## src/rtl/sks_pkg.sv

```systemverilog
// Shared widths, codes and defaults for the sorted key set.
package sks_pkg;

   localparam int DEPTH_DEF     = 16;
   localparam int KEY_WIDTH_DEF = 64;

   localparam int OP_W     = 2;
   localparam int KEY_W    = 64;
   localparam int STATUS_W = 3;
   localparam int POS_W    = 5;
   localparam int COUNT_W  = 5;

   localparam logic [OP_W-1:0] OP_INSERT = 2'd0;
   localparam logic [OP_W-1:0] OP_LOOKUP = 2'd1;
   localparam logic [OP_W-1:0] OP_REMOVE = 2'd2;

   localparam logic [STATUS_W-1:0] ST_INSERTED  = 3'd0;
   localparam logic [STATUS_W-1:0] ST_DUPLICATE = 3'd1;
   localparam logic [STATUS_W-1:0] ST_FOUND     = 3'd2;
   localparam logic [STATUS_W-1:0] ST_ABSENT    = 3'd3;
   localparam logic [STATUS_W-1:0] ST_REMOVED   = 3'd4;
   localparam logic [STATUS_W-1:0] ST_FULL      = 3'd5;

endpackage

```

## src/rtl/sks_if.sv

```systemverilog
// Request and response channel interfaces of the sorted key set.
interface sks_req_if;
   logic                          valid;
   logic                          ready;
   logic [sks_pkg::OP_W-1:0]      op;
   logic [sks_pkg::KEY_W-1:0]     key;

   modport source (output valid, output op, output key, input ready);
   modport sink   (input valid, input op, input key, output ready);
endinterface

interface sks_rsp_if;
   logic                          valid;
   logic                          ready;
   logic [sks_pkg::STATUS_W-1:0]  status;
   logic [sks_pkg::POS_W-1:0]     position;
   logic [sks_pkg::COUNT_W-1:0]   count;

   modport source (output valid, output status, output position, output count,
                   input ready);
   modport sink   (input valid, input status, input position, input count,
                   output ready);
endinterface

```

## src/rtl/sorted_key_set_core.sv

```systemverilog
// Sorted key set: ordered key table with a sequenced search and shift engine.
//
//   channel   direction  payload                      handshake
//   req_chan  in         op, key                      valid / ready
//   rsp_chan  out        status, position, count      valid / ready
//
// One word is processed at a time; ready is high only while the engine idles.
// Each held key below the search key is read (S_READ) and compared (S_CMP); an
// insert or remove then moves each displaced entry by a read (S_SHIFT_RD) and a
// write (S_SHIFT_WR) before S_FINISH registers the response and ready returns.
// Reset clears the count and the control state; table contents need no clear.
// A stalled response holds in the output register while the next word runs.
module sorted_key_set_core #(
   parameter int DEPTH     = sks_pkg::DEPTH_DEF,
   parameter int KEY_WIDTH = sks_pkg::KEY_WIDTH_DEF
) (
   input logic        clock,
   input logic        reset,
   sks_req_if.sink    req_chan,
   sks_rsp_if.source  rsp_chan
);
   import sks_pkg::*;

   localparam int IDX_W  = $clog2(DEPTH + 1);
   localparam int ADDR_W = (DEPTH > 1) ? $clog2(DEPTH) : 1;
   localparam logic [IDX_W-1:0] DEPTH_IDX = IDX_W'(DEPTH);

   typedef enum logic [6:0] {
      S_IDLE     = 7'b0000001,
      S_READ     = 7'b0000010,
      S_CMP      = 7'b0000100,
      S_DECIDE   = 7'b0001000,
      S_SHIFT_RD = 7'b0010000,
      S_SHIFT_WR = 7'b0100000,
      S_FINISH   = 7'b1000000
   } state_type;

   state_type                state_ff, state_in;
   logic [OP_W-1:0]          op_ff, op_in;
   logic [KEY_WIDTH-1:0]     key_ff, key_in;
   logic [IDX_W-1:0]         idx_ff, idx_in;
   logic [IDX_W-1:0]         pos_ff, pos_in;
   logic                     hit_ff, hit_in;
   logic [IDX_W-1:0]         count_ff, count_in;
   logic [STATUS_W-1:0]      stat_ff, stat_in;
   logic [IDX_W-1:0]         where_ff, where_in;
   logic                     rsp_valid_ff, rsp_valid_in;
   logic [STATUS_W-1:0]      rsp_status_ff, rsp_status_in;
   logic [POS_W-1:0]         rsp_position_ff, rsp_position_in;
   logic [COUNT_W-1:0]       rsp_count_ff, rsp_count_in;

   logic [KEY_WIDTH-1:0]     key_mem [DEPTH];
   logic [KEY_WIDTH-1:0]     rd_data_ff;
   logic [ADDR_W-1:0]        rd_addr;
   logic                     wr_en;
   logic [ADDR_W-1:0]        wr_addr;
   logic [KEY_WIDTH-1:0]     wr_data;

   logic [IDX_W-1:0]         idx_inc, idx_dec;
   logic                     rsp_free;
   logic                     req_fire;

   assign idx_inc  = idx_ff + IDX_W'(1);
   assign idx_dec  = idx_ff - IDX_W'(1);
   assign rsp_free = !rsp_valid_ff || rsp_chan.ready;
   assign req_fire = req_chan.valid && req_chan.ready;

   assign req_chan.ready    = (state_ff == S_IDLE);
   assign rsp_chan.valid    = rsp_valid_ff;
   assign rsp_chan.status   = rsp_status_ff;
   assign rsp_chan.position = rsp_position_ff;
   assign rsp_chan.count    = rsp_count_ff;

   always_comb begin
      state_in        = state_ff;
      op_in           = op_ff;
      key_in          = key_ff;
      idx_in          = idx_ff;
      pos_in          = pos_ff;
      hit_in          = hit_ff;
      count_in        = count_ff;
      stat_in         = stat_ff;
      where_in        = where_ff;
      rsp_valid_in    = rsp_valid_ff && !rsp_chan.ready;
      rsp_status_in   = rsp_status_ff;
      rsp_position_in = rsp_position_ff;
      rsp_count_in    = rsp_count_ff;
      rd_addr         = idx_ff[ADDR_W-1:0];
      wr_en           = 1'b0;
      wr_addr         = idx_ff[ADDR_W-1:0];
      wr_data         = rd_data_ff;

      case (state_ff)
         S_IDLE: begin
            if (req_fire) begin
               op_in    = req_chan.op;
               key_in   = req_chan.key[KEY_WIDTH-1:0];
               idx_in   = '0;
               state_in = S_READ;
            end
         end
         S_READ: begin
            // Running off the end means every held key is below the search key.
            if (idx_ff == count_ff) begin
               pos_in   = count_ff;
               hit_in   = 1'b0;
               state_in = S_DECIDE;
            end else begin
               rd_addr  = idx_ff[ADDR_W-1:0];
               state_in = S_CMP;
            end
         end
         S_CMP: begin
            if (rd_data_ff >= key_ff) begin
               pos_in   = idx_ff;
               hit_in   = (rd_data_ff == key_ff);
               state_in = S_DECIDE;
            end else begin
               idx_in   = idx_inc;
               state_in = S_READ;
            end
         end
         S_DECIDE: begin
            stat_in  = ST_ABSENT;
            where_in = DEPTH_IDX;
            state_in = S_FINISH;
            case (op_ff)
               OP_INSERT: begin
                  if (hit_ff) begin
                     stat_in  = ST_DUPLICATE;
                     where_in = pos_ff;
                  end else if (count_ff >= DEPTH_IDX) begin
                     stat_in  = ST_FULL;
                  end else begin
                     stat_in  = ST_INSERTED;
                     where_in = pos_ff;
                     idx_in   = count_ff;
                     state_in = S_SHIFT_RD;
                  end
               end
               OP_LOOKUP: begin
                  if (hit_ff) begin
                     stat_in  = ST_FOUND;
                     where_in = pos_ff;
                  end
               end
               OP_REMOVE: begin
                  if (hit_ff) begin
                     stat_in  = ST_REMOVED;
                     where_in = pos_ff;
                     idx_in   = pos_ff;
                     state_in = S_SHIFT_RD;
                  end
               end
               default: begin
                  stat_in = ST_ABSENT;
               end
            endcase
         end
         S_SHIFT_RD: begin
            if (op_ff == OP_INSERT) begin
               if (idx_ff == pos_ff) begin
                  wr_en    = 1'b1;
                  wr_addr  = idx_ff[ADDR_W-1:0];
                  wr_data  = key_ff;
                  count_in = count_ff + IDX_W'(1);
                  state_in = S_FINISH;
               end else begin
                  rd_addr  = idx_dec[ADDR_W-1:0];
                  state_in = S_SHIFT_WR;
               end
            end else begin
               if (idx_inc >= count_ff) begin
                  count_in = count_ff - IDX_W'(1);
                  state_in = S_FINISH;
               end else begin
                  rd_addr  = idx_inc[ADDR_W-1:0];
                  state_in = S_SHIFT_WR;
               end
            end
         end
         S_SHIFT_WR: begin
            wr_en    = 1'b1;
            wr_addr  = idx_ff[ADDR_W-1:0];
            wr_data  = rd_data_ff;
            idx_in   = (op_ff == OP_INSERT) ? idx_dec : idx_inc;
            state_in = S_SHIFT_RD;
         end
         S_FINISH: begin
            if (rsp_free) begin
               rsp_valid_in    = 1'b1;
               rsp_status_in   = stat_ff;
               rsp_position_in = POS_W'(where_ff);
               rsp_count_in    = COUNT_W'(count_ff);
               state_in        = S_IDLE;
            end
         end
         default: begin
            state_in = S_IDLE;
         end
      endcase
   end

   always_ff @(posedge clock) begin
      if (reset) begin
         state_ff     <= S_IDLE;
         count_ff     <= '0;
         rsp_valid_ff <= 1'b0;
      end else begin
         state_ff     <= state_in;
         count_ff     <= count_in;
         rsp_valid_ff <= rsp_valid_in;
      end
   end

   always_ff @(posedge clock) begin
      op_ff           <= op_in;
      key_ff          <= key_in;
      idx_ff          <= idx_in;
      pos_ff          <= pos_in;
      hit_ff          <= hit_in;
      stat_ff         <= stat_in;
      where_ff        <= where_in;
      rsp_status_ff   <= rsp_status_in;
      rsp_position_ff <= rsp_position_in;
      rsp_count_ff    <= rsp_count_in;
   end

   // Key table: one write port, one registered read port.
   always_ff @(posedge clock) begin
      if (wr_en) begin
         key_mem[wr_addr] <= wr_data;
      end
      rd_data_ff <= key_mem[rd_addr];
   end

`ifndef SYNTHESIS
   a_count_bound: assert property (@(posedge clock) disable iff (reset)
      count_ff <= DEPTH_IDX)
      else $error("held key count exceeds the table depth");

   a_search_bound: assert property (@(posedge clock) disable iff (reset)
      (state_ff == S_READ || state_ff == S_CMP) |-> idx_ff <= count_ff)
      else $error("search index ran past the held keys");

   a_full_status: assert property (@(posedge clock) disable iff (reset)
      (state_ff == S_FINISH && stat_ff == ST_FULL) |-> count_ff == DEPTH_IDX)
      else $error("table full reported while space remains");

   a_insert_grows: assert property (@(posedge clock) disable iff (reset)
      (state_ff == S_SHIFT_RD && op_ff == OP_INSERT && idx_ff == pos_ff)
      |=> count_ff == $past(count_ff) + IDX_W'(1))
      else $error("count did not grow after an insert");

   a_remove_hit: assert property (@(posedge clock) disable iff (reset)
      (state_ff == S_DECIDE && op_ff == OP_REMOVE && hit_ff)
      |-> (pos_ff < count_ff && count_ff != '0))
      else $error("remove hit outside the held keys");
`endif

endmodule

```

## src/flat_wrapper.sv

```systemverilog
// flat-port wrapper written by rule: the top's interface ports become plain ports
module sorted_key_set_core_flat import sks_pkg::*;
#(
   parameter int DEPTH     = sks_pkg::DEPTH_DEF,
   parameter int KEY_WIDTH = sks_pkg::KEY_WIDTH_DEF
)
  (clock, reset, req_chan_valid, req_chan_op, req_chan_key, req_chan_ready, rsp_chan_valid, rsp_chan_status, rsp_chan_position, rsp_chan_count, rsp_chan_ready);
  sks_req_if req_chan_i ();
  sks_rsp_if rsp_chan_i ();
  input logic clock;
  input logic reset;
  input wire logic [$bits(req_chan_i.valid)-1:0] req_chan_valid;
  input wire logic [$bits(req_chan_i.op)-1:0] req_chan_op;
  input wire logic [$bits(req_chan_i.key)-1:0] req_chan_key;
  output wire logic [$bits(req_chan_i.ready)-1:0] req_chan_ready;
  output wire logic [$bits(rsp_chan_i.valid)-1:0] rsp_chan_valid;
  output wire logic [$bits(rsp_chan_i.status)-1:0] rsp_chan_status;
  output wire logic [$bits(rsp_chan_i.position)-1:0] rsp_chan_position;
  output wire logic [$bits(rsp_chan_i.count)-1:0] rsp_chan_count;
  input wire logic [$bits(rsp_chan_i.ready)-1:0] rsp_chan_ready;
  assign req_chan_i.valid = req_chan_valid;
  assign req_chan_i.op = req_chan_op;
  assign req_chan_i.key = req_chan_key;
  assign req_chan_ready = req_chan_i.ready;
  assign rsp_chan_valid = rsp_chan_i.valid;
  assign rsp_chan_status = rsp_chan_i.status;
  assign rsp_chan_position = rsp_chan_i.position;
  assign rsp_chan_count = rsp_chan_i.count;
  assign rsp_chan_i.ready = rsp_chan_ready;
  sorted_key_set_core #(.DEPTH(DEPTH), .KEY_WIDTH(KEY_WIDTH)) u_core (.clock(clock), .reset(reset), .req_chan(req_chan_i), .rsp_chan(rsp_chan_i));
endmodule
```

## config.mk

```make
export PLATFORM = sky130hd
export DESIGN_NAME = sorted_key_set_core_flat
export DESIGN_NICKNAME = d
export VERILOG_FILES = /design/src/rtl/sks_pkg.sv /design/src/rtl/sks_if.sv /design/src/rtl/sorted_key_set_core.sv /design/src/flat_wrapper.sv
export SDC_FILE = /design/constraint.sdc
export NUM_CORES = 1
export LEC_CHECK = 0
export BUFFER_PORTS_ARGS = -buffer_cell sky130_fd_sc_hd__buf_2
export CORE_ASPECT_RATIO = 1.25
export CORE_UTILIZATION = 45
export DETAILED_ROUTE_END_ITERATION = 7
export MAX_ROUTING_LAYER = met4
export PLACE_DENSITY_LB_ADDON = 0.1
export RECOVER_POWER = 100
export SETUP_SLACK_MARGIN = 0.2
export SLEW_MARGIN = 20
export SYNTH_ARGS = -nofsm -noshare
export SYNTH_HDL_FRONTEND = slang
export SYNTH_SLANG_ARGS = --single-unit
```

## constraint.sdc

```tcl
create_clock -name clock -period 9.74 [get_ports clock]
set_input_delay 0.487 -clock clock [delete_from_list [all_inputs] [get_ports clock]]
set_output_delay 0.487 -clock clock [all_outputs]
set_load 0.05 [all_outputs]
```

==> results of run 1 <==
==> layout make-up <==
cell class,count,share of cell area
multi-input cells,1646,0.210
clock buffers,158,0.0607
repair buffers,201,0.0258
flip-flops and latches,1199,0.655
clock inverters,64,0.00989
inverters,81,0.00565
well taps,1417,0.0330
==> layer usage <==
layer  up-vias  wire length, um  track usage  part of all wire
li1      12393                -            -                 -
met2       716            59000        0.375              0.49
met5         -                0            -                 0
met4         0             2780       0.0697             0.023
met1     13967            52200        0.298              0.44
met3       167             5330       0.0263             0.045
==> critical path: stages, from the launching register on <==
cell and delay, ps:
edfxtp_1 440, inv_1 110, ha_1 140, clkbuf_1 640
inv_1 410, nor4_1 500, clkbuf_1 2190, clkbuf_1 2170
mux2_1 700
==> cells in the final DEF (no fill, tap or decap), drive strengths merged, types with 5 or more instances in the layout <==
cell / n
dlygate4sd3: 65
a211oi: 68
clkbuf: 220
nand4: 17
clkinv: 50
nor2: 36
nor4b: 6
mux2i: 197
a21o: 29
nand2b: 5
buf: 74
ha: 80
bufinv: 8
a221oi: 192
mux2: 63
a21oi: 281
o21ai: 23
and3: 66
dfxtp: 77
or4: 65
nor3: 14
nor2b: 7
and2: 6
xnor2: 13
xor2: 9
inv: 83
nand2: 414
edfxtp: 1122
nand3: 7
==> Yosys cell counts, types with 2 or more instances <==
cell	count
edfxtp_1	1122
nand2_1	412
a21oi_1	281
mux2i_1	197
a221oi_1	192
clkbuf_1	87
inv_1	81
ha_1	80
dfxtp_1	77
buf_2	76
a211oi_1	67
and3_1	66
or4_1	65
mux2_2	63
nor2_1	36
a21o_1	29
buf_4	22
o21ai_0	22
nand4_1	17
nor3_1	13
xnor2_1	12
xor2_1	9
buf_1	7
nand3_1	7
nor2b_1	7
and2_1	6
nand2b_1	5
nor4b_1	5
nor4_1	4
o221ai_1	4
o22ai_1	4
or3_1	4
a2111oi_0	3
a31oi_1	3
a22o_1	2
and4_1	2
nand2_2	2
nand3b_1	2
nand4b_1	2
o21a_1	2
==> state kept, by name (all words and copies together), names as in the netlist, 5 cells and up <==
register / flops
u_core.count_ff: 5
u_core.idx_ff: 5
u_core.key_ff: 64
u_core.key_mem: 1024
u_core.pos_ff: 5
u_core.rd_data_ff: 64
u_core.rsp_chan.count: 5
u_core.rsp_chan.position: 5
u_core.state_ff: 7
u_core.where_ff: 5
==> per-stage QoR <==
stage	cells	power (mW)	hold slack [ps]	cell area [um^2]	worst slack (ps)
after floorplan	3118	10.4	400	47700	2520
after global placement	4479	11.6	402	49600	4210
after detailed placement	4479	11.7	407	49600	4160
after CTS	4766	16.2	12.7	54000	4150
after global routing	4766	16.9	76.8	53800	1870
final	4766	16.0	79.2	53800	2100
==> kinds of logic (layout without fill, tap and decap cells) <==
kind of cell,count (synthesis),after routing,share of synthesized area
fa+ha+maj,81,81,0.0214
buf+inv,273,504,0.0252
flops,1199,1199,0.739
compound gates,624,624,0.0884
xor+xnor,22,22,0.00444
simple gates,659,659,0.0650
mux,260,260,0.0563
==> power by group through the flow <==
stage	logic [mW]	registers [mW]	clock network, mW
after floorplan	3.61	6.76	0
after global placement	4.71	6.89	0
after detailed placement	4.83	6.89	0
after CTS	4.87	6.79	4.56
after global routing	5.31	6.82	4.74
final	4.80	6.80	4.45
==> how the worst min path moves through the flow <==
| stage | slack, ps | end | from |
|---|---|---|---|
| after floorplan | 400 | u_core.rsp_chan.position[0]$_DFFE_PP_ | u_core.where_ff[0]$_DFFE_PP_ |
| after global placement | 400 | u_core.rsp_chan.position[2]$_DFFE_PP_ | u_core.where_ff[2]$_DFFE_PP_ |
| after detailed placement | 410 | u_core.rsp_chan.position[3]$_DFFE_PP_ | u_core.where_ff[3]$_DFFE_PP_ |
| after CTS | 10 | u_core.key_ff[3]$_DFFE_PP_ | req_chan_key[3] |
| after global routing | 80 | u_core.rsp_chan.valid$_SDFF_PP0_ | rsp_chan_ready |
| final | 80 | u_core.rsp_chan.valid$_SDFF_PP0_ | rsp_chan_ready |
==> results.txt, run 1 <==
Sw frac = 0.332
Vias in the first global route = 27463
Worst setup path endpoint = u_core.key_mem[0][57]$_DFFE_PP_
Max Buffers Root-to-Sink = 3
FP Rows = 133
Clock slew at reported path FFs = 60 ps
Fin Clk Skew = 26.5 ps
Primary FF master, synth = edfxtp_1
Cell depth of the worst flop-to-flop path = 8
Sequential cell area fraction in the yosys report = 0.739
Hold Path Class = primary input to register
Net Switching = 5.33 mW
Total area of sequential cells = 0.0352 mm^2
Maximum VDD drop = 337 uV
Worst Setup End Kind = register
R2R Path End = u_core.key_mem[0][57]$_DFFE_PP_
Tcrit/Tclk final = 0.785
CTS tree = built
Data arrival, critical path = 8070 ps
Antenna-violating nets left = 0
Routed vias/inst = 5.72
Initial drt markers = 2060
Syn-to-layout area delta = 12.9%
First-pass GRT wire length = 176000 um
Ys async rst share = 0
Largest net degree at the start of global routing = 196
Clock Latency Late Sink = 710 ps
Clock Sinks = 1199
Cell Area, Synth = 0.0477 mm^2
CP startpoint kind = register
Syn nets = 3269
Initial antenna violation count = 0
Violated checks = max-capacitance violations, max-slew violations
Initial Util = 0.454
Combinational share of power = 0.299
Worst Tran Pin Value = 4280 ps
Post-cts hold buffer count = 65
Post-synth EDFFs = 1122
Pwr Density = 298 mW/mm^2
Via Count = 27243
Post-synth cell types = 61
Overall Global Routing Usage = 0.229
RSZ-0062 raised after global routing = no
Fin. Hold Viols = 0
Resized cells post-CTS = 0
Final min period = 7640 ps
Post-CTS setup buffers = 0
Syn Area/Cell = 15.3 um^2
CTS Buf Count = 117
Sequential power share = 0.424
Number of max-cap violations = 30
Core area = 0.105 mm^2
Total number of H-tree levels = 3
Top post-synthesis cells by area = edfxtp_1 (71%), mux2i_1 (4.1%), a221oi_1 (3.5%)
Detailed placer's ending HPWL = 56400 um
Slew Limit Headroom = -1.85
Yosys Warn Count = 0
# IOs = 85
Final Util = 0.512
Beginning of the worst register-to-register path = u_core.op_ff[1]$_DFFE_PP_
Port Buf Inserts = 84
Critical path class = register to register
Critical Path Start = u_core.op_ff[1]$_DFFE_PP_
Clock Power Share = 0.277
Die area = 0.107 mm^2
Post-Route WL = 119000 um
Area occupied by multi-input gates = 0.0113 mm^2
Flops & latches, synth = 1199
TNS Setup = 0 ps
Flop2flop setup slack = 2100 ps
Status = complete, but fails checks
# diodes = 0
Die X = 293 um
Share of cells above drive strength 1 = 0.0869
Final setup fails = 0
Area fraction of the dominant cell type after synthesis = 0.707
First drt pass iteration count = 5
Gp weighted congestion = 0.834
Final #Nets = 3397
Internal = 10.7 mW
Worst hold stages = 3
Required time worst endpoint = 10170 ps
Clock Root Buffer = clkbuf_16
Area leader, netlist = edfxtp_1
LEAKAGE = 18.6 nW
Cell count after synthesis = 3118
# fillers = 8633
DRC errors left = 0
Max Slew Vio Count = 911
Die Ht = 366 um
WL/cell = 25.0 um
Max Fclk = 0.131 GHz
Max Fanout on Critical Path = 34
Total grt overflow = 0
Note: power is estimated with default switching activity, not from simulation.
==> inputs of run 2 (changes only) <==
==> constraint.sdc (replaced) <==
create_clock -name clock -period 6.7 [get_ports clock]
set_input_delay 0.335 -clock clock [delete_from_list [all_inputs] [get_ports clock]]
set_output_delay 0.335 -clock clock [all_outputs]
set_load 0.05 [all_outputs]
==> results.txt, run 2 (synthesized netlist as in run 1, its figures left out) <==
Clock Sinks = 1199 (unchanged)
Share of cells above drive strength 1 = 0.0949 (was 0.0869)
Data arrival, critical path = 6070 ps (was 8070 ps)
Maximum VDD drop = 406 uV (was 337 uV)
Die X = 293 um (unchanged)
Detailed placer's ending HPWL = 58500 um (was 56400 um)
Max Slew Vio Count = 836 (was 911)
Internal = 15.8 mW (was 10.7 mW)
Final #Nets = 3418 (was 3397)
Max Buffers Root-to-Sink = 3 (unchanged)
Core area = 0.105 mm^2 (unchanged)
Syn-to-layout area delta = 13.8% (was 12.9%)
Required time worst endpoint = 7030 ps (was 10170 ps)
First-pass GRT wire length = 174000 um (was 176000 um)
Worst hold start = req_chan_valid (was rsp_chan_ready)
Resized cells post-CTS = 0 (unchanged)
Largest regs = u_core.key_mem (1024), u_core.key_ff (64), u_core.rd_data_ff (64) (unchanged)
Hold Path Class = primary input to register (unchanged)
Placed instance count = 4494 (was 4479)
Status = complete, but fails checks (unchanged)
Clock Latency Late Sink = 720 ps (was 710 ps)
Via Count = 27251 (was 27243)
CTS tree = built (unchanged)
Die area = 0.107 mm^2 (unchanged)
Most common cell after layout, fill and taps aside = edfxtp_1 (unchanged)
Initial Util = 0.454 (unchanged)
Routed vias/inst = 5.69 (was 5.72)
Pwr Density = 436 mW/mm^2 (was 298 mW/mm^2)
Final Util = 0.517 (was 0.512)
Area occupied by multi-input gates = 0.0113 mm^2 (about the same)
CTS Buf Count = 119 (was 117)
Die Ht = 366 um (unchanged)
Critical path class = register to register (unchanged)
# IOs = 85 (unchanged)
Final min period = 5740 ps (was 7640 ps)
Combinational share of power = 0.299 (about the same)
Cell depth of the worst flop-to-flop path = 10 (was 8)
First drt pass iteration count = 6 (was 5)
DRC errors left = 0 (unchanged)
Flop2flop setup slack = 960 ps (was 2100 ps)
Tcrit/Tclk final = 0.857 (was 0.785)
Max Fclk = 0.174 GHz (was 0.131 GHz)
Largest net degree at the start of global routing = 128 (was 196)
Fin. Hold Viols = 0 (unchanged)
Critical Path Start = u_core.op_ff[0]$_DFFE_PP_ (was u_core.op_ff[1]$_DFFE_PP_)
TNS Setup = 0 ps (unchanged)
Total Power = 23.6 mW (was 16.0 mW)
R2R Path End = u_core.key_mem[12][41]$_DFFE_PP_ (was u_core.key_mem[0][57]$_DFFE_PP_)
Sequential power share = 0.418 (was 0.424)
FP Rows = 133 (unchanged)
Total number of H-tree levels = 3 (unchanged)
Initial antenna violation count = 1 (was 0)
Worst Setup End Kind = register (unchanged)
Gp weighted congestion = 0.819 (was 0.834)
# fillers = 8669 (was 8633)
Fin Clk Skew = 20.8 ps (was 26.5 ps)
Worst setup path endpoint = u_core.key_mem[12][41]$_DFFE_PP_ (was u_core.key_mem[0][57]$_DFFE_PP_)
Clock Power Share = 0.282 (was 0.277)
LEAKAGE = 18.9 nW (was 18.6 nW)
Overall Global Routing Usage = 0.226 (was 0.229)
Initial drt markers = 2398 (was 2060)
Clock slew at reported path FFs = 60 ps (about the same)
Non-filler cells, final = 4789 (was 4766)
Final setup fails = 0 (unchanged)
Commonest non-fill, non-tap cells in the layout = edfxtp_1 (1122), nand2_1 (411), a21oi_1 (281) (unchanged)
RSZ-0062 raised after global routing = no (unchanged)
Slew Limit Headroom = -0.829 (was -1.85)
Total area of sequential cells = 0.0352 mm^2 (unchanged)
Post-Route WL = 118000 um (was 119000 um)
Biggest register = u_core.key_mem (unchanged)
Number of max-cap violations = 29 (was 30)
Net Switching = 7.85 mW (was 5.33 mW)
CP startpoint kind = register (unchanged)
Port Buf Inserts = 84 (unchanged)
Violated checks = max-capacitance violations, max-slew violations (unchanged)
Max reg flops = 1024 (unchanged)
Worst Tran Pin Value = 2740 ps (was 4280 ps)
WL/cell = 24.6 um (was 25.0 um)
Total grt overflow = 0 (unchanged)
Vias in the first global route = 27121 (was 27463)
Sw frac = 0.332 (about the same)
Post-route cell area = 0.0542 mm^2 (was 0.0538 mm^2)
Post-placement cell area = 0.0499 mm^2 (was 0.0496 mm^2)
# diodes = 0 (unchanged)
Max Fanout on Critical Path = 23 (was 34)
Beginning of the worst register-to-register path = u_core.op_ff[0]$_DFFE_PP_ (was u_core.op_ff[1]$_DFFE_PP_)
Clock Root Buffer = clkbuf_16 (unchanged)
Antenna-violating nets left = 0 (unchanged)
## run 2: final cells by class
class | instances | area share
clock buffer | 156 | 0.0597
clock inverter | 70 | 0.0128
inverter | 81 | 0.00561
multi-input combinational | 1646 | 0.208
sequential | 1199 | 0.650
tap | 1417 | 0.0327
timing repair buffer | 220 | 0.0316
## run 2: per-stage QoR
stage	hold slack, ps	setup slack, ps
global route	153	608
detailed placement	412	1520
CTS	80.5	1540
finish	149	958
floorplan	400	1210
global placement	407	1630
## run 2: worst max-delay path, stage by stage, from the launching register on
cell      delay (ps)
edfxtp_1         430
inv_1            110
ha_1             150
clkbuf_1         680
inv_1            430
nor4_1           460
buf_4            460
or2_2            230
nand2_1          180
nor2_1          1420
clkbuf_2         780
## run 2: worst min path at each step
stage	to	slack, ps	depth (start not counted)
2_1_floorplan	u_core.rsp_chan.position[0]$_DFFE_PP_	400	0
3_3_place_gp	u_core.rsp_chan.position[1]$_DFFE_PP_	410	0
3_5_place_dp	u_core.rsp_chan.position[0]$_DFFE_PP_	410	0
4_1_cts	u_core.state_ff[5]$_SDFFE_PP0P_	80	3
5_1_grt	u_core.state_ff[5]$_SDFFE_PP0P_	150	3
6_report	u_core.state_ff[5]$_SDFFE_PP0P_	150	3
## run 2: repair_timing
item                       4_1_cts  5_1_grt
setup endpoints to repair        0        0
hold buffers                    69        0
buffers inserted                 0        0
hold endpoints to repair        78        0
## run 2: layer usage
metal | share of wire | GRT usage
met5 | 0 | -
met4 | 0.023 | 0.0682
met3 | 0.050 | 0.0270
met2 | 0.48 | 0.360
met1 | 0.45 | 0.305
## run 2: power groups by stage
stage / sequential, mW / combinational, mW / clock (mW)
after floorplan: 9.83 / 5.25 / 0
after global placement: 10.0 / 7.02 / 0
after detailed placement: 10.0 / 7.15 / 0
after CTS: 9.89 / 7.21 / 6.81
after global routing: 9.94 / 7.83 / 7.08
final: 9.89 / 7.08 / 6.67
==> inputs of run 3 (changes only) <==
--- a/config.mk
+++ b/config.mk
@@ -5,6 +5,7 @@
 export SDC_FILE = /design/constraint.sdc
 export NUM_CORES = 1
 export LEC_CHECK = 0
+export ABC_AREA = 1
 export BUFFER_PORTS_ARGS = -buffer_cell sky130_fd_sc_hd__buf_2
 export CORE_ASPECT_RATIO = 1.25
 export CORE_UTILIZATION = 45
==> results.txt, run 3 <==
Vias in the first global route = 33858 (was 27121)
Fin Clk Skew = 16.3 ps (was 20.8 ps)
Commonest non-fill, non-tap cells in the layout = nand2_1 (1260), nand3_1 (1169), edfxtp_1 (1122) (was edfxtp_1 (1122), nand2_1 (411), a21oi_1 (281))
Hold slack = 86.9 ps (was 149 ps)
First drt pass iteration count = 6 (unchanged)
Worst Setup End Kind = register (unchanged)
Worst Tran Pin Value = 2850 ps (was 2740 ps)
Largest regs = u_core.key_mem (1024), u_core.key_ff (64), u_core.rd_data_ff (64) (unchanged)
Routed vias/inst = 5.29 (was 5.69)
Required time worst endpoint = 6990 ps (was 7030 ps)
Die X = 306 um (was 293 um)
Commonest cells in the synthesized netlist = nand2_1 (1260), nand3_1 (1170), edfxtp_1 (1122), inv_1 (633), buf_2 (214) (was edfxtp_1 (1122), nand2_1 (412), a21oi_1 (281), mux2i_1 (197), a221oi_1 (192))
CP startpoint kind = register (unchanged)
CTS tree = built (unchanged)
Final worst slack = 866 ps (was 958 ps)
Sequential power share = 0.413 (was 0.418)
Clock Root Buffer = clkbuf_16 (unchanged)
Max Fanout on Critical Path = 53 (was 23)
Detailed placer's ending HPWL = 67000 um (was 58500 um)
Net Switching = 8.21 mW (was 7.85 mW)
Final #Nets = 5165 (was 3418)
Post-synth EDFFs = 1122 (unchanged)
Biggest register = u_core.key_mem (unchanged)
Pwr Density = 405 mW/mm^2 (was 436 mW/mm^2)
Syn nets = 5070 (was 3269)
Hold Path Class = primary input to register (unchanged)
FP Rows = 139 (was 133)
Area leader, netlist = edfxtp_1 (unchanged)
Initial drt markers = 2962 (was 2398)
Port Buf Inserts = 84 (unchanged)
Critical-path top delay cell = clkbuf_2 (was nor2_1)
CP max stage delay = 1890 ps (was 1420 ps)
Total number of H-tree levels = 3 (unchanged)
Syn-to-layout area delta = 12.2% (was 13.8%)
Fin. Hold Viols = 0 (unchanged)
Clock Latency Late Sink = 730 ps (was 720 ps)
Share of cells above drive strength 1 = 0.0619 (was 0.0949)
Most common cell after layout, fill and taps aside = nand2_1 (was edfxtp_1)
Combinational share of power = 0.296 (was 0.299)
Most common cell in the netlist = nand2_1 (was edfxtp_1)
Final min period = 5830 ps (was 5740 ps)
Top post-synthesis cells by area = edfxtp_1 (65%), nand3_1 (11%), nand2_1 (9.1%) (was edfxtp_1 (71%), mux2i_1 (4.1%), a221oi_1 (3.5%))
Number of max-cap violations = 45 (was 29)
TNS Setup = 0 ps (unchanged)
Antenna-violating nets left = 0 (unchanged)
RSZ-0062 raised after global routing = no (unchanged)
First-pass GRT wire length = 210000 um (was 174000 um)
Tcrit/Tclk final = 0.871 (was 0.857)
Cell Area, Synth = 0.0521 mm^2 (was 0.0477 mm^2)
# diodes = 0 (unchanged)
Cell-by-cell trace of the critical path = inv_1 -> ha_1 -> inv_1 -> nor2_1 -> nand2_4 -> nand2_1 -> nand2_1 -> nor2_1 -> clkbuf_2 (was inv_1 -> ha_1 -> clkbuf_1 -> inv_1 -> nor4_1 -> buf_4 -> or2_2 -> nand2_1 -> nor2_1 -> clkbuf_2)
Clock Power Share = 0.291 (was 0.282)
CTS Buf Count = 121 (was 119)
Die Ht = 382 um (was 366 um)
Max Fclk = 0.171 GHz (was 0.174 GHz)
Largest net degree at the start of global routing = 203 (was 128)
Clock Sinks = 1199 (unchanged)
Critical path class = register to register (unchanged)
Area fraction of the dominant cell type after synthesis = 0.647 (was 0.707)
Primary FF master, synth = edfxtp_1 (unchanged)
Gp weighted congestion = 0.849 (was 0.819)
Violated checks = max-capacitance violations, max-slew violations (unchanged)
Core area = 0.115 mm^2 (was 0.105 mm^2)
Max reg flops = 1024 (unchanged)
Data arrival, critical path = 6130 ps (was 6070 ps)
Cell count after synthesis = 4919 (was 3118)
LEAKAGE = 23.9 nW (was 18.9 nW)
Initial antenna violation count = 0 (was 1)
Max Buffers Root-to-Sink = 3 (unchanged)
Total grt overflow = 0 (unchanged)
Post-Route WL = 138000 um (was 118000 um)
# IOs = 85 (unchanged)
Ys async rst share = 0 (unchanged)
DRC errors left = 0 (unchanged)
Slew Limit Headroom = -0.899 (was -0.829)
Status = complete, but fails checks (unchanged)
Final setup fails = 0 (unchanged)
Dpl ws = 1630 ps (was 1520 ps)
Sw frac = 0.347 (was 0.332)
Yosys Warn Count = 0 (unchanged)
Die area = 0.117 mm^2 (was 0.107 mm^2)
Maximum VDD drop = 259 uV (was 406 uV)
WL/cell = 20.9 um (was 24.6 um)
Internal = 15.5 mW (was 15.8 mW)
Via Count = 34905 (was 27251)
Clock slew at reported path FFs = 60 ps (about the same)
Overall Global Routing Usage = 0.244 (was 0.226)
Max Slew Vio Count = 1163 (was 836)
Syn Area/Cell = 10.6 um^2 (was 15.3 um^2)
Flops & latches, synth = 1199 (unchanged)
Sequential cell area fraction in the yosys report = 0.676 (was 0.739)
Post-synth cell types = 41 (was 61)
Initial Util = 0.454 (about the same)
==> run 3: through the flow <==
stage | cell area, um^2 | std cells | utilization | power (mW)
floorplan | 52100 | 4919 | - | 14.7
finish | 58500 | 6598 | 0.509 | 23.7
global route | 58500 | 6598 | 0.509 | 25.0
CTS | 59000 | 6598 | 0.514 | 24.0
global placement | 54300 | 6301 | 0.473 | 17.0
detailed placement | 54300 | 6302 | 0.473 | 17.1
==> run 3: cell families (layout without fill, tap and decap cells) <==
kind of cell | after synthesis | after routing | share of synthesized area
buf+inv | 927 | 1126 | 0.0725
compound gates | 163 | 163 | 0.0165
flops | 1199 | 1199 | 0.676
xor+xnor | 10 | 10 | 0.00168
fa+ha+maj | 81 | 81 | 0.0196
simple gates | 2539 | 2539 | 0.213
==> run 3: path summary, 6_finish.rpt <==
| path | slack [ps] | end | startpoint | depth (start not counted) |
|---|---|---|---|---|
| worst max-delay path | 870 | u_core.key_mem[4][60]$_DFFE_PP_ | u_core.op_ff[0]$_DFFE_PP_ | 9 |
| worst min-delay path | 90 | u_core.state_ff[0]$_SDFFE_PP1P_ | req_chan_valid | 6 |
| worst max register to register | 870 | u_core.key_mem[4][60]$_DFFE_PP_ | u_core.op_ff[0]$_DFFE_PP_ | 9 |
| worst min register to register | 420 | u_core.rsp_chan.status[1]$_DFFE_PP_ | u_core.stat_ff[1]$_DFFE_PP_ | 0 |
==> run 3: critical path, delay by kind of cell, from the launching register on <==
kind,cells,cell delay (ps)
buffers and inverters,3,2370
AND/OR/NAND/NOR,5,2080
flip-flops,1,420
adder cells (fa/ha/maj),1,410
==> run 3: final cells by class <==
cell class              count  area (um^2)
flip-flops and latches   1199        35200
fillers                 10286        56300
clock inverters            63          687
well taps                1480         1850
inverters                 638         2400
multi-input cells        2793        13200
clock buffers             164         3330
repair buffers            261         1790
==> run 3: what timing repair did <==
action	in CTS	in global routing
buffers inserted	0	0
hold endpoints to repair	75	0
resized for setup	0	0
hold buffers	69	0
setup endpoints to repair	0	0
==> run 3: power groups by stage <==
stage | registers (mW) | logic [mW] | clock network, mW
floorplan | 9.82 | 4.93 | 0
global placement | 9.90 | 7.15 | 0
detailed placement | 9.90 | 7.18 | 0
CTS | 9.75 | 7.25 | 7.02
global route | 9.83 | 7.92 | 7.28
finish | 9.79 | 7.01 | 6.89
==> run 3: layer usage <==
metal	vias up	share of wire	track usage
li1	16797	-	-
met1	17043	0.44	0.318
met2	846	0.49	0.403
met3	219	0.046	0.0251
met4	0	0.023	0.0727
met5	-	0	-
